## src/sv/penum_pkg.sv

```systemverilog
// penum_pkg: shared types and constants for the permutation enumerator.
// Used by permutation_enumerator_unit; depends on nothing else.
package penum_pkg;

  localparam int SYM_W       = 3;   // bits per symbol
  localparam int PACK_SLOTS  = 8;   // symbol slots in the packed output
  localparam int MIN_SYMBOLS = 3;
  localparam int CSUM_W      = 32;

  typedef logic [SYM_W-1:0] sym_t;

  typedef enum logic [2:0] {
    ST_IDLE,   // waiting for an item or a register write
    ST_BUILD,  // inside-out rebuild of the partial array, one index a cycle
    ST_LOAD,   // form the base for the current insert position
    ST_EMIT,   // present one permutation, then advance
    ST_BUMP    // ripple the mixed-radix counter, one digit a cycle
  } state_t;

endpackage

```

## src/sv/permutation_enumerator_unit.sv

```systemverilog
// permutation_enumerator_unit: steps through the permutations of m symbols.
// Depends on penum_pkg (types, state encoding, widths).
//
// Flow: a plain item goes from idle to the emit state; a restart item first rebuilds
// the partial array and loads a base. A new item is taken only back in idle: after an
// emit within a base, after a load on a new insert position, or after the digit ripple,
// the rebuild and a load on a counter step. The emit itself waits while out_stall holds.
// Reset (synchronous, active high): count 8, digits, position, rotation and checksum
// cleared, then a rebuild and load in which no item or register write is taken.

module permutation_enumerator_unit #(
  parameter int MAX_SYMBOLS = 8
) (
  input  logic        clk,
  input  logic        rst,
  // register write channel
  input  logic        cfg_valid,
  output logic        cfg_ready,
  input  logic [3:0]  element_count,
  // item in
  input  logic        in_valid,
  output logic        in_stall,
  input  logic        restart,
  // result out
  output logic        out_valid,
  input  logic        out_stall,
  output logic [23:0] perm_packed,
  output logic [2:0]  rotation_index,
  output logic [31:0] running_checksum,
  output logic        final_perm
);

  // symbol count cap: the packed output holds at most eight symbols
  localparam int CAP   = (MAX_SYMBOLS < penum_pkg::PACK_SLOTS) ? MAX_SYMBOLS
                                                               : penum_pkg::PACK_SLOTS;
  localparam int DEPTH = CAP - 2;   // digits and partial-array entries
  localparam int SW    = penum_pkg::SYM_W;

  penum_pkg::state_t state, state_next;

  // enumeration state
  logic [3:0]                  elem, elem_next;
  penum_pkg::sym_t             digit [DEPTH];
  penum_pkg::sym_t             digit_next [DEPTH];
  penum_pkg::sym_t             part [DEPTH];
  penum_pkg::sym_t             part_next [DEPTH];
  penum_pkg::sym_t             perm [CAP];
  penum_pkg::sym_t             perm_next [CAP];
  logic [2:0]                  pos, pos_next;
  logic [2:0]                  rot, rot_next;
  logic [2:0]                  idx, idx_next;
  logic [penum_pkg::CSUM_W-1:0] csum, csum_next;
  logic                        emit_after, emit_after_next;

  // output register
  logic                        out_valid_next;
  logic [23:0]                 perm_packed_next;
  logic [2:0]                  rotation_index_next;
  logic [31:0]                 running_checksum_next;
  logic                        final_perm_next;

  // working signals
  logic [3:0]      m_eff;
  logic [2:0]      n;
  logic [2:0]      n_less1, n_less2;
  logic            in_fire, out_free, emit_go;
  logic [2:0]      dig_rd, part_addr, part_rd, c_sel;
  logic [2:0]      dig_inc;
  logic            carry;
  logic            rot_last, pos_last, last;
  penum_pkg::sym_t part_ext [CAP];
  penum_pkg::sym_t perm_shift [CAP];
  penum_pkg::sym_t base [CAP];
  penum_pkg::sym_t tail_sym;
  logic [23:0]     packed_now;
  logic [penum_pkg::CSUM_W-1:0] csum_add;

  // ---------------------------------------------------------------------
  // symbol count: saturate the register to 3..CAP
  // ---------------------------------------------------------------------
  always_comb begin
    if (elem < 4'(penum_pkg::MIN_SYMBOLS)) begin
      m_eff = 4'(penum_pkg::MIN_SYMBOLS);
    end else if (elem > 4'(CAP)) begin
      m_eff = 4'(CAP);
    end else begin
      m_eff = elem;
    end
  end
  assign n       = 3'(m_eff - 4'd1);
  assign n_less1 = n - 3'd1;
  assign n_less2 = n - 3'd2;

  // handshakes: one item at a time, a pending result does not block acceptance
  assign cfg_ready = (state == penum_pkg::ST_IDLE);
  assign in_stall  = (state != penum_pkg::ST_IDLE) || cfg_valid;
  assign in_fire   = in_valid && !in_stall;
  assign out_free  = !out_valid || !out_stall;
  assign emit_go   = (state == penum_pkg::ST_EMIT) && out_free;

  // ---------------------------------------------------------------------
  // shared read ports: one digit read at idx, one partial-array read
  // ---------------------------------------------------------------------
  always_comb begin
    dig_rd = '0;
    for (int k = 0; k < DEPTH; k++) begin
      if (idx == 3'(k)) dig_rd = digit[k];
    end
  end

  assign c_sel   = (dig_rd > idx) ? idx : dig_rd;
  // BUILD reads a[c]; LOAD reads a[pos] (only used when pos < n-1)
  assign part_addr = (state == penum_pkg::ST_BUILD) ? c_sel
                   : ((pos < n_less1) ? pos : 3'd0);

  always_comb begin
    part_rd = '0;
    for (int k = 0; k < DEPTH; k++) begin
      if (part_addr == 3'(k)) part_rd = part[k];
    end
  end

  assign dig_inc = dig_rd + 3'd1;
  assign carry   = (dig_inc > idx);

  // ---------------------------------------------------------------------
  // base for the current insert position
  // ---------------------------------------------------------------------
  always_comb begin
    for (int k = 0; k < CAP; k++) part_ext[k] = '0;
    for (int k = 0; k < DEPTH; k++) part_ext[k] = part[k];
  end

  always_comb begin
    for (int k = 0; k < CAP; k++) begin
      if (3'(k) < n_less1) begin
        base[k] = (3'(k) == pos) ? n_less1 : part_ext[k];
      end else if (3'(k) == n_less1) begin
        base[k] = (pos < n_less1) ? part_rd : n_less1;
      end else if (3'(k) == n) begin
        base[k] = n;
      end else begin
        base[k] = '0;
      end
    end
  end

  // one-step left rotation within m slots
  always_comb begin
    for (int k = 0; k < CAP; k++) perm_shift[k] = '0;
    for (int k = 0; k < CAP - 1; k++) perm_shift[k] = perm[k + 1];
  end

  // base[n-1] is in slot n-1 while the rotation is zero
  always_comb begin
    tail_sym = '0;
    for (int k = 0; k < CAP; k++) begin
      if (n_less1 == 3'(k)) tail_sym = perm[k];
    end
  end
  assign csum_add = csum + ((rot == 3'd0) ? {{(penum_pkg::CSUM_W-SW){1'b0}}, tail_sym}
                                          : '0);

  always_comb begin
    packed_now = '0;
    for (int k = 0; k < CAP; k++) packed_now[SW*k +: SW] = perm[k];
  end

  // last permutation: inner digits at their maxima, last position, last rotation
  assign rot_last = (rot == n);
  assign pos_last = (pos == n_less1);
  always_comb begin
    last = rot_last && pos_last;
    for (int k = 1; k < DEPTH; k++) begin
      if ((3'(k) < n_less1) && (digit[k] != 3'(k))) last = 1'b0;
    end
  end

  // ---------------------------------------------------------------------
  // next state
  // ---------------------------------------------------------------------
  always_comb begin
    state_next = state;
    unique case (state)
      penum_pkg::ST_IDLE: begin
        if (cfg_valid) begin
          state_next = penum_pkg::ST_BUILD;
        end else if (in_fire) begin
          state_next = restart ? penum_pkg::ST_BUILD : penum_pkg::ST_EMIT;
        end
      end
      penum_pkg::ST_BUILD: begin
        if (idx == n_less2) state_next = penum_pkg::ST_LOAD;
      end
      penum_pkg::ST_LOAD: begin
        state_next = emit_after ? penum_pkg::ST_EMIT : penum_pkg::ST_IDLE;
      end
      penum_pkg::ST_EMIT: begin
        if (out_free) begin
          if (!rot_last) begin
            state_next = penum_pkg::ST_IDLE;
          end else if (!pos_last) begin
            state_next = penum_pkg::ST_LOAD;
          end else begin
            state_next = penum_pkg::ST_BUMP;
          end
        end
      end
      penum_pkg::ST_BUMP: begin
        // carry out of digit zero wraps to a full restart; both rebuild
        if (!carry || idx == 3'd0) state_next = penum_pkg::ST_BUILD;
      end
      default: state_next = penum_pkg::ST_IDLE;
    endcase
  end

  // ---------------------------------------------------------------------
  // datapath and outputs
  // ---------------------------------------------------------------------
  always_comb begin
    elem_next       = elem;
    digit_next      = digit;
    part_next       = part;
    perm_next       = perm;
    pos_next        = pos;
    rot_next        = rot;
    idx_next        = idx;
    csum_next       = csum;
    emit_after_next = emit_after;

    out_valid_next        = out_valid && out_stall;
    perm_packed_next      = perm_packed;
    rotation_index_next   = rotation_index;
    running_checksum_next = running_checksum;
    final_perm_next       = final_perm;

    unique case (state)
      penum_pkg::ST_IDLE: begin
        if (cfg_valid || (in_fire && restart)) begin
          // register write and restart both start the enumeration over
          if (cfg_valid) elem_next = element_count;
          for (int k = 0; k < DEPTH; k++) digit_next[k] = '0;
          pos_next        = '0;
          rot_next        = '0;
          csum_next       = '0;
          idx_next        = '0;
          emit_after_next = !cfg_valid;
        end
      end
      penum_pkg::ST_BUILD: begin
        // a[i] = a[c]; a[c] = i (second write wins when c == i)
        for (int k = 0; k < DEPTH; k++) begin
          if (3'(k) == c_sel) begin
            part_next[k] = idx;
          end else if (3'(k) == idx) begin
            part_next[k] = part_rd;
          end
        end
        idx_next = idx + 3'd1;
      end
      penum_pkg::ST_LOAD: begin
        perm_next       = base;
        emit_after_next = 1'b0;
      end
      penum_pkg::ST_EMIT: begin
        if (out_free) begin
          out_valid_next        = 1'b1;
          perm_packed_next      = packed_now;
          rotation_index_next   = rot;
          running_checksum_next = csum_add;
          final_perm_next       = last;
          csum_next             = csum_add;
          if (!rot_last) begin
            rot_next = rot + 3'd1;
            for (int k = 0; k < CAP; k++) begin
              if (3'(k) == n) begin
                perm_next[k] = perm[0];
              end else if (3'(k) < n) begin
                perm_next[k] = perm_shift[k];
              end
            end
          end else if (!pos_last) begin
            rot_next = '0;
            pos_next = pos + 3'd1;
          end else begin
            rot_next = '0;
            pos_next = '0;
            idx_next = n_less2;
          end
        end
      end
      penum_pkg::ST_BUMP: begin
        for (int k = 0; k < DEPTH; k++) begin
          if (3'(k) == idx) digit_next[k] = carry ? 3'd0 : dig_inc;
        end
        if (!carry) begin
          idx_next = '0;
        end else if (idx == 3'd0) begin
          // wrapped: digits already zero, checksum starts over
          idx_next  = '0;
          csum_next = '0;
        end else begin
          idx_next = idx - 3'd1;
        end
      end
      default: ;
    endcase
  end

  // ---------------------------------------------------------------------
  // registers
  // ---------------------------------------------------------------------
  always_ff @(posedge clk) begin
    if (rst) begin
      state      <= penum_pkg::ST_BUILD;
      elem       <= 4'd8;
      for (int k = 0; k < DEPTH; k++) digit[k] <= '0;
      pos        <= '0;
      rot        <= '0;
      idx        <= '0;
      csum       <= '0;
      emit_after <= 1'b0;
      out_valid  <= 1'b0;
    end else begin
      state      <= state_next;
      elem       <= elem_next;
      digit      <= digit_next;
      pos        <= pos_next;
      rot        <= rot_next;
      idx        <= idx_next;
      csum       <= csum_next;
      emit_after <= emit_after_next;
      out_valid  <= out_valid_next;
    end
  end

  always_ff @(posedge clk) begin
    part             <= part_next;
    perm             <= perm_next;
    perm_packed      <= perm_packed_next;
    rotation_index   <= rotation_index_next;
    running_checksum <= running_checksum_next;
    final_perm       <= final_perm_next;
  end

  // ---------------------------------------------------------------------
  // assertions
  // ---------------------------------------------------------------------
  a_item_leaves_idle: assert property (@(posedge clk) disable iff (rst)
    in_fire |=> (state != penum_pkg::ST_IDLE))
    else $error("accepted item did not start work");

  a_cfg_rebuilds: assert property (@(posedge clk) disable iff (rst)
    (cfg_valid && cfg_ready) |=> (state == penum_pkg::ST_BUILD))
    else $error("register write did not restart the enumeration");

  a_idle_in_range: assert property (@(posedge clk) disable iff (rst)
    (state == penum_pkg::ST_IDLE) |-> ((rot <= n) && (pos < n)))
    else $error("rotation or insert position out of range when idle");

  a_emit_delivers: assert property (@(posedge clk) disable iff (rst)
    emit_go |=> out_valid)
    else $error("emitted result not presented");

  a_build_bounded: assert property (@(posedge clk) disable iff (rst)
    (state == penum_pkg::ST_BUILD) |-> (idx <= n_less2))
    else $error("rebuild index ran past the partial array");

endmodule

```

## config.mk

```make
export PLATFORM = sky130hd
export DESIGN_NAME = permutation_enumerator_unit
export DESIGN_NICKNAME = d
export VERILOG_FILES = /design/src/sv/penum_pkg.sv /design/src/sv/permutation_enumerator_unit.sv
export SDC_FILE = /design/constraint.sdc
export NUM_CORES = 1
export LEC_CHECK = 0
export ABC_CLOCK_PERIOD_IN_PS = 14600
export BUFFER_PORTS_ARGS = -buffer_cell sky130_fd_sc_hd__clkbuf_2
export CORE_ASPECT_RATIO = 0.7
export CORE_MARGIN = 3
export CORE_UTILIZATION = 42
export DETAILED_ROUTE_END_ITERATION = 8
export PLACE_DENSITY = 0.68
export SYNTH_ARGS = -nofsm -noshare
export SYNTH_HDL_FRONTEND = slang
export SYNTH_SLANG_ARGS = --single-unit
export TNS_END_PERCENT = 10
```

## constraint.sdc

```tcl
create_clock -name clk -period 14.6 [get_ports clk]
set_clock_uncertainty 0.05 [all_clocks]
set_input_delay 2.92 -clock clk [delete_from_list [all_inputs] [get_ports clk]]
set_output_delay 2.92 -clock clk [all_outputs]
set_load 0.01 [all_outputs]
```

==> metrics, run 1 <==
flops & latches, synth=170; antenna violations before repair=0; CTS Buf Count=17; Critical Path Fanout Max=24; clock sinks=170; Buf+Inv Stages, Crit Path=1; Area contributors post-synth=edfxtp_1 (31%), dfxtp_1 (14%), ha_1 (4.8%), a21oi_1 (4.6%), nor2_1 (4.2%); Cell Area, Placed=10300 um^2; HP Class=reg -> reg; Global Route Usage Sum=about a fifth; RSZ-0062 raised after global routing=false; Detailed Routing Iterations Pass 1=5; hold_ws=~0.41 ns; cell breakdown of the critical path=nor2b_1 > nor2_2 > inv_1 > ha_1 > xor2_1 > ha_1 > nor4_1 > nand2_1 > a31oi_1 > mux2i_1 > a31oi_1 > a21oi_1 > a211oi_1 > fa_1 > a21o_1 > nand2_1 > nor4_1 > nand4_1 > or3_1 > a21oi_1; outcome=finished clean; post_cts resized=0; Routed WL per cell=about 19 um; area share of the largest cell type after synthesis=31.5%; Yosys top cell by area=edfxtp_1; kind of cell adding the most delay to the critical path=simple AND/OR/NAND/NOR gates; Max stage delay cell, worst path=nor4_1; crit path DAT=7.58 ns; Net Count, Synth=roughly 1100; CTS tree=done; Remaining Overflow, GRT=0; Clock Latency Late Sink=between 0.4 and 0.5 ns; clk slew on worst S/H paths=0.07 ns; CP startpoint kind=flip-flop; met1 Resource Use GR=a little under a third; # setup viols final=0; final cell count without fillers=between 1000 and 1500; final hold violation count=0; fin crit period=7.27 ns; placed insts=around 1300; core box area=approximately 22000 um^2; Die ar.=25100 um^2; vias per std cell=5.88; Leak=about 0.0042 uW; pre-CTS setup slack=roughly 7.5 ns; setup slack after layout=roughly 7.3 ns; Worst Tran Pin Value=about 1.2 ns; ys async rst share=0%; # nets final=1107; Synth Cell Area=9730 um^2; GR peak layer=met1; clk buf depth=2; Crit path required time=14.91 ns; antenna viol nets, final=0; DRT iter0 DRCs=932; CP Class=reg -> reg; headroom to the max-slew limit=21.9%; DR vias=approximately 8100; row count=45; post-route clock period utilization=between 40% and 50%; most instantiated library cell after synthesis=nor2_1; setup bufs post-CTS=0; I/O Buffers=72; top-level port count=73; Avg Cell Area, Syn=approximately 9.5 um^2; DRC viols=0; # Max-Cap Violations=0; post-synthesis sequential area ratio=a little under half; Die Width=roughly 190 um; Top FF cell, synth=edfxtp_1; met3 Resource Use GR=under 10%; HPWL after DPL=18700 um; H-tree depth=4; Worst VDD drop=0.000198 V; ANT cells=0; Post-synth EDFFs=102; Yosys warning count=0; final WL=26100 um; synthesis-to-layout area growth=11.7%; final instance area=10900 um^2; Cell Pwr Density=248 nW/um^2; setup TNS=0 ns; layout cells sized above 1=14.0%; count of cell types in the netlist=81; first-pass GRT wire length=41100 um; kind of end point of the critical path=flip-flop; met2 GRT Util=28.7%; clock root buffer=clkbuf_16; CP max stage delay=0.90 ns; cells after synthesis=1021; largest net degree at the start of global routing=74; Max Clock Freq=138 MHz; vias in the first global route=around 7000; Final Slew Violations=0; Initial Utilization=a little over two fifths; placer congestion estimate=slightly above 0.9; DIE HEIGHT=133 um; Hold-fix buffers, CTS=0; synth cell count leaders=nor2_1 (110), edfxtp_1 (102), a21oi_1 (89), nand2_1 (88), dfxtp_1 (68)
[placed cells by master, fill, tap and decap left out, types with 23 or more instances in the layout]
master,netlist,final
nand2_1,88,88
clkbuf_2,1,72
inv_1,24,23
mux2i_1,38,38
nand3_1,42,42
ha_1,37,37
nor3_1,24,24
xnor2_1,24,24
nor2_1,110,110
dfxtp_1,68,68
a31oi_1,24,24
a21oi_1,89,89
edfxtp_1,102,102
o21ai_0,37,37
[registers in the layout, indices dropped and copies added, names as in the netlist, 3 cells and up]
signal and count:
csum 32, digit 18, elem 4, idx 3
packed_now 24, part 18, perm_packed 24, pos 3
rot 3, rotation_index 3, running_checksum 32, state 3
[power breakdown]
group          leakage, uW  total (uW)  internal (uW)  switching (uW)
Combinational      0.00233        1380            496             887
Clock             0.000303         473            274             199
Sequential         0.00152         842            731             111
Total              0.00415        2700           1500            1200
[final timing paths]
kind / startpoint / to / slack (ns) / cells after the start
worst max-delay path: elem[2] / csum[28] / 7.33 / 20
worst min-delay path: elem[0] / elem[0] / 0.41 / 2
worst min register to register: elem[0] / elem[0] / 0.41 / 2
worst max register to register: elem[2] / csum[28] / 7.33 / 20
[kinds of logic (layout without fill, tap and decap cells)]
kind of cell / count (synthesis) / in the layout / share of synthesized area, %
multiplexers: 56 / 56 / 6.15
buffers and inverters: 86 / 137 / 3.74
XOR/XNOR: 40 / 40 / 3.60
adder cells (fa/ha/maj): 38 / 38 / 4.96
AND/OR/NAND/NOR: 364 / 364 / 18.1
AO/OA/AOI/OAI: 267 / 267 / 18.0
flip-flops: 170 / 170 / 45.5
[routing by layer]
metal	wire, um	up-vias
li1	-	3842
met2	10800	355
met5	0	-
met1	12500	3867
met4	327	0
met3	2500	31
[worst reg2reg max path: stages, from the launching register on]
cell and delay (ns):
dfxtp_1 0.35, nor2b_1 0.48, nor2_2 0.08, inv_1 0.42, ha_1 0.26, xor2_1 0.63, ha_1 0.65, nor4_1 0.87
nand2_1 0.12, a31oi_1 0.22, mux2i_1 0.10, a31oi_1 0.19, a21oi_1 0.07, a211oi_1 0.41, fa_1 0.28, a21o_1 0.16
nand2_1 0.09, nor4_1 0.90, nand4_1 0.32, or3_1 0.43, a21oi_1 0.14
[cell type report]
cell class | count | area, um^2
Fill cell | 2106 | 11300
Multi-Input combinational cell | 765 | 4940
Sequential cell | 170 | 4420
Clock buffer | 18 | 429
Timing Repair Buffer | 79 | 413
Tap cell | 305 | 382
Clock inverter | 14 | 181
Inverter | 26 | 97.6
[stage by stage]
step                      power, uW  utilization [%]
after floorplan                1800                -
after global placement         2170             46.2
after CTS                      2660             49.0
final                          2700             49.0
after detailed placement       2180             46.2
after global routing           2840             49.0
(Power assumes the default switching activity.)
==> run 2, diff against run 1 <==
Settings changed: ABC_AREA from default to 1, ABC_CLOCK_PERIOD_IN_PS 14600 to 7010.
Clock period 14.6 ns to 7.01 ns, I/O delays scaled along.
==> run 2 against run 1 <==
Net effect: via count up 1.7%; wire length down 1.6%; synthesized cell count rose by 12%; clock power grew 92%; hold slack worse by 0.0023 ns; area after synthesis shrank 3.7%; power rose by 99%; maximum frequency increased by 16%.
==> metrics, run 2 <==
outcome=finished clean; Net Count, Synth=1188 (+11%); clock root buffer=clkbuf_16; pre-CTS setup slack=0.856 ns (-6.63 ns); setup slack after layout=0.751 ns (-6.58 ns); Yosys warning count=0 (unchanged); Synth Cell Area=9370 um^2 (-3.7%); CTS tree=done; count of cell types in the netlist=51 (-37%); first-pass GRT wire length=40300 um (-2.0%); Crit path required time=7.34 ns (-7.57 ns); setup slack, reg-to-reg=0.75 ns (-6.58 ns); top-level port count=73 (unchanged); CTS Buf Count=17 (unchanged); final core occ=48.5% (-0.53 points); Global Route Usage Sum=21.5% (+0.91 points); CP Class=reg -> reg; CP max stage delay=0.64 ns (-0.26 ns); DRT iter0 DRCs=1025 (+10%); core box area=21800 um^2 (-1.8%); Buf+Inv Stages, Crit Path=5 (+4); crit path DAT=6.58 ns (-1.00 ns); final-layout fill cell count=2071 (-1.7%); flops & latches, synth=170 (unchanged); Max stage delay cell, worst path=nor3_1; most frequent cells in the layout=nand2_1 (312), inv_1 (107), a21oi_1 (106), edfxtp_1 (102), o21ai_0 (97); most instantiated library cell after synthesis=nand2_1; row count=45 (unchanged); CP startpoint kind=flip-flop; Design Power=5380 uW (+99%); Clock Latency Late Sink=0.45 ns (+0.02 ns); cells after synthesis=1140 (+12%); Leak=0.00432 uW (+4.2%); post_cts resized=0 (unchanged); Multi-input gate area=4360 um^2 (-12%); DRC viols=0 (unchanged); Top FF cell, synth=edfxtp_1; clock sinks=170 (unchanged); WP depth=31 (+55%); antenna viol nets, final=0 (unchanged); vias in the first global route=7362 (+2.3%); Remaining Overflow, GRT=0 (unchanged); Post-synth EDFFs=102 (unchanged); Avg Cell Area, Syn=8.22 um^2 (-14%); setup TNS=0 ns (unchanged); HP Class=reg -> reg; Final Slew Violations=0 (unchanged); clk slew on worst S/H paths=0.07 ns (about the same); Worst Reg2Reg Path Length in Cells=31 (+55%); I/O Buffers=72 (unchanged); biggest regs=csum x32, running_checksum x32; Routed WL per cell=17.1 um (-10%); post-route clock period utilization=89.3% (+39 points); Critical Path Fanout Max=12 (-50%); ys async rst share=0% (unchanged); CP most frequent cell=nand2_1; # setup viols final=0 (unchanged); Reg area=4420 um^2 (unchanged); layout cells sized above 1=12.6% (-1.4 points); Cell Pwr Density=510 nW/um^2 (+110%); DR vias=8232 (+1.7%); HPWL after DPL=19100 um (+2.3%); H-tree depth=4 (unchanged); Initial Utilization=43.0% (-0.85 points); synthesis-to-layout area growth=12.7%; final WL=25700 um (-1.6%); Worst Tran Pin Value=1.16 ns (-0.00921 ns); vias per std cell=5.47 (-7.0%); synth cell count leaders=nand2_1 (312), a21oi_1 (107), inv_1 (107), edfxtp_1 (102), o21ai_0 (97); largest net degree at the start of global routing=87 (+18%); setup bufs post-CTS=0 (unchanged); Max Clock Freq=160 MHz (+16%); most common cell after layout, fill and taps aside=nand2_1; Worst VDD drop=0.000346 V (+74%); # Max-Cap Violations=0 (unchanged); fin crit period=6.26 ns (-1.01 ns); RSZ-0062 raised after global routing=false; final cell count without fillers=1505 (+9.3%); headroom to the max-slew limit=21.9% (about the same); placed insts=1473 (+9.5%); post-synthesis sequential area ratio=47.2% (+1.7 points); area share of the largest cell type after synthesis=32.7% (+1.2 points); Area contributors post-synth=edfxtp_1 (33%), dfxtp_1 (15%), nand2_1 (12%), a21oi_1 (5.7%), o21ai_0 (5.2%); Yosys top cell by area=edfxtp_1; ANT cells=0 (unchanged); Hold-fix buffers, CTS=0 (unchanged); Detailed Routing Iterations Pass 1=6 (+1); kind of cell adding the most delay to the critical path=simple AND/OR/NAND/NOR gates; Die ar.=24200 um^2 (-3.5%); kind of end point of the critical path=flip-flop; clk buf depth=2 (unchanged); DIE HEIGHT=131 um (-1.8%); # nets final=1258 (+14%); Die Width=185 um (-1.8%); antenna violations before repair=0 (unchanged); WHS Path Cells=0 (-2); placer congestion estimate=1.00 (+9.4%); final hold violation count=0 (unchanged)
==> run 2: final timing paths <==
| path | from | end |
|---|---|---|
| setup / recovery | elem[2] | csum[30] |
| hold / removal | packed_now[13] | perm_packed[13] |
| setup reg to reg | elem[2] | csum[30] |
| hold reg to reg | packed_now[13] | perm_packed[13] |
==> run 2: routing by layer <==
layer	share of wire, %	GRT usage (%)
met5	0	0
met1	50	34.2
met4	1.1	4.58
met3	10	7.14
met2	38	27.6
==> run 2: logic make-up (layout without fill, tap and decap cells) <==
logic type	after synthesis	count (layout)	synth area share (%)
fa+ha+maj	38	38	5.15
buf+inv	149	232	6.36
xor+xnor	34	34	3.26
flops	170	170	47.2
simple gates	487	487	22.9
compound gates	262	262	15.1
==> run 2: where the power goes <==
group,internal (uW),switching [uW],total [uW],leakage [uW]
Combinational,769,1980,2750,0.00259
Sequential,1540,181,1720,0.00148
Clock,507,402,909,0.000256
Total,2810,2570,5380,0.00432
==> run 2: final cells by class <==
type	instances	area share [%]
multi-input combinational	821	41.3
inverter	122	4.34
clock buffer	22	4.40
sequential	170	41.9
timing repair buffer	78	3.84
tap	282	3.34
clock inverter	10	0.889
==> run 2: metrics by stage <==
| step | hold WS, ns | cell area [um^2] |
|---|---|---|
| 3_5_place_dp | 0.395 | 10000 |
| 2_1_floorplan | 0.376 | 9370 |
| 6_report | 0.409 | 10600 |
| 3_3_place_gp | 0.391 | 10000 |
| 4_1_cts | 0.412 | 10600 |
| 5_1_grt | 0.438 | 10600 |
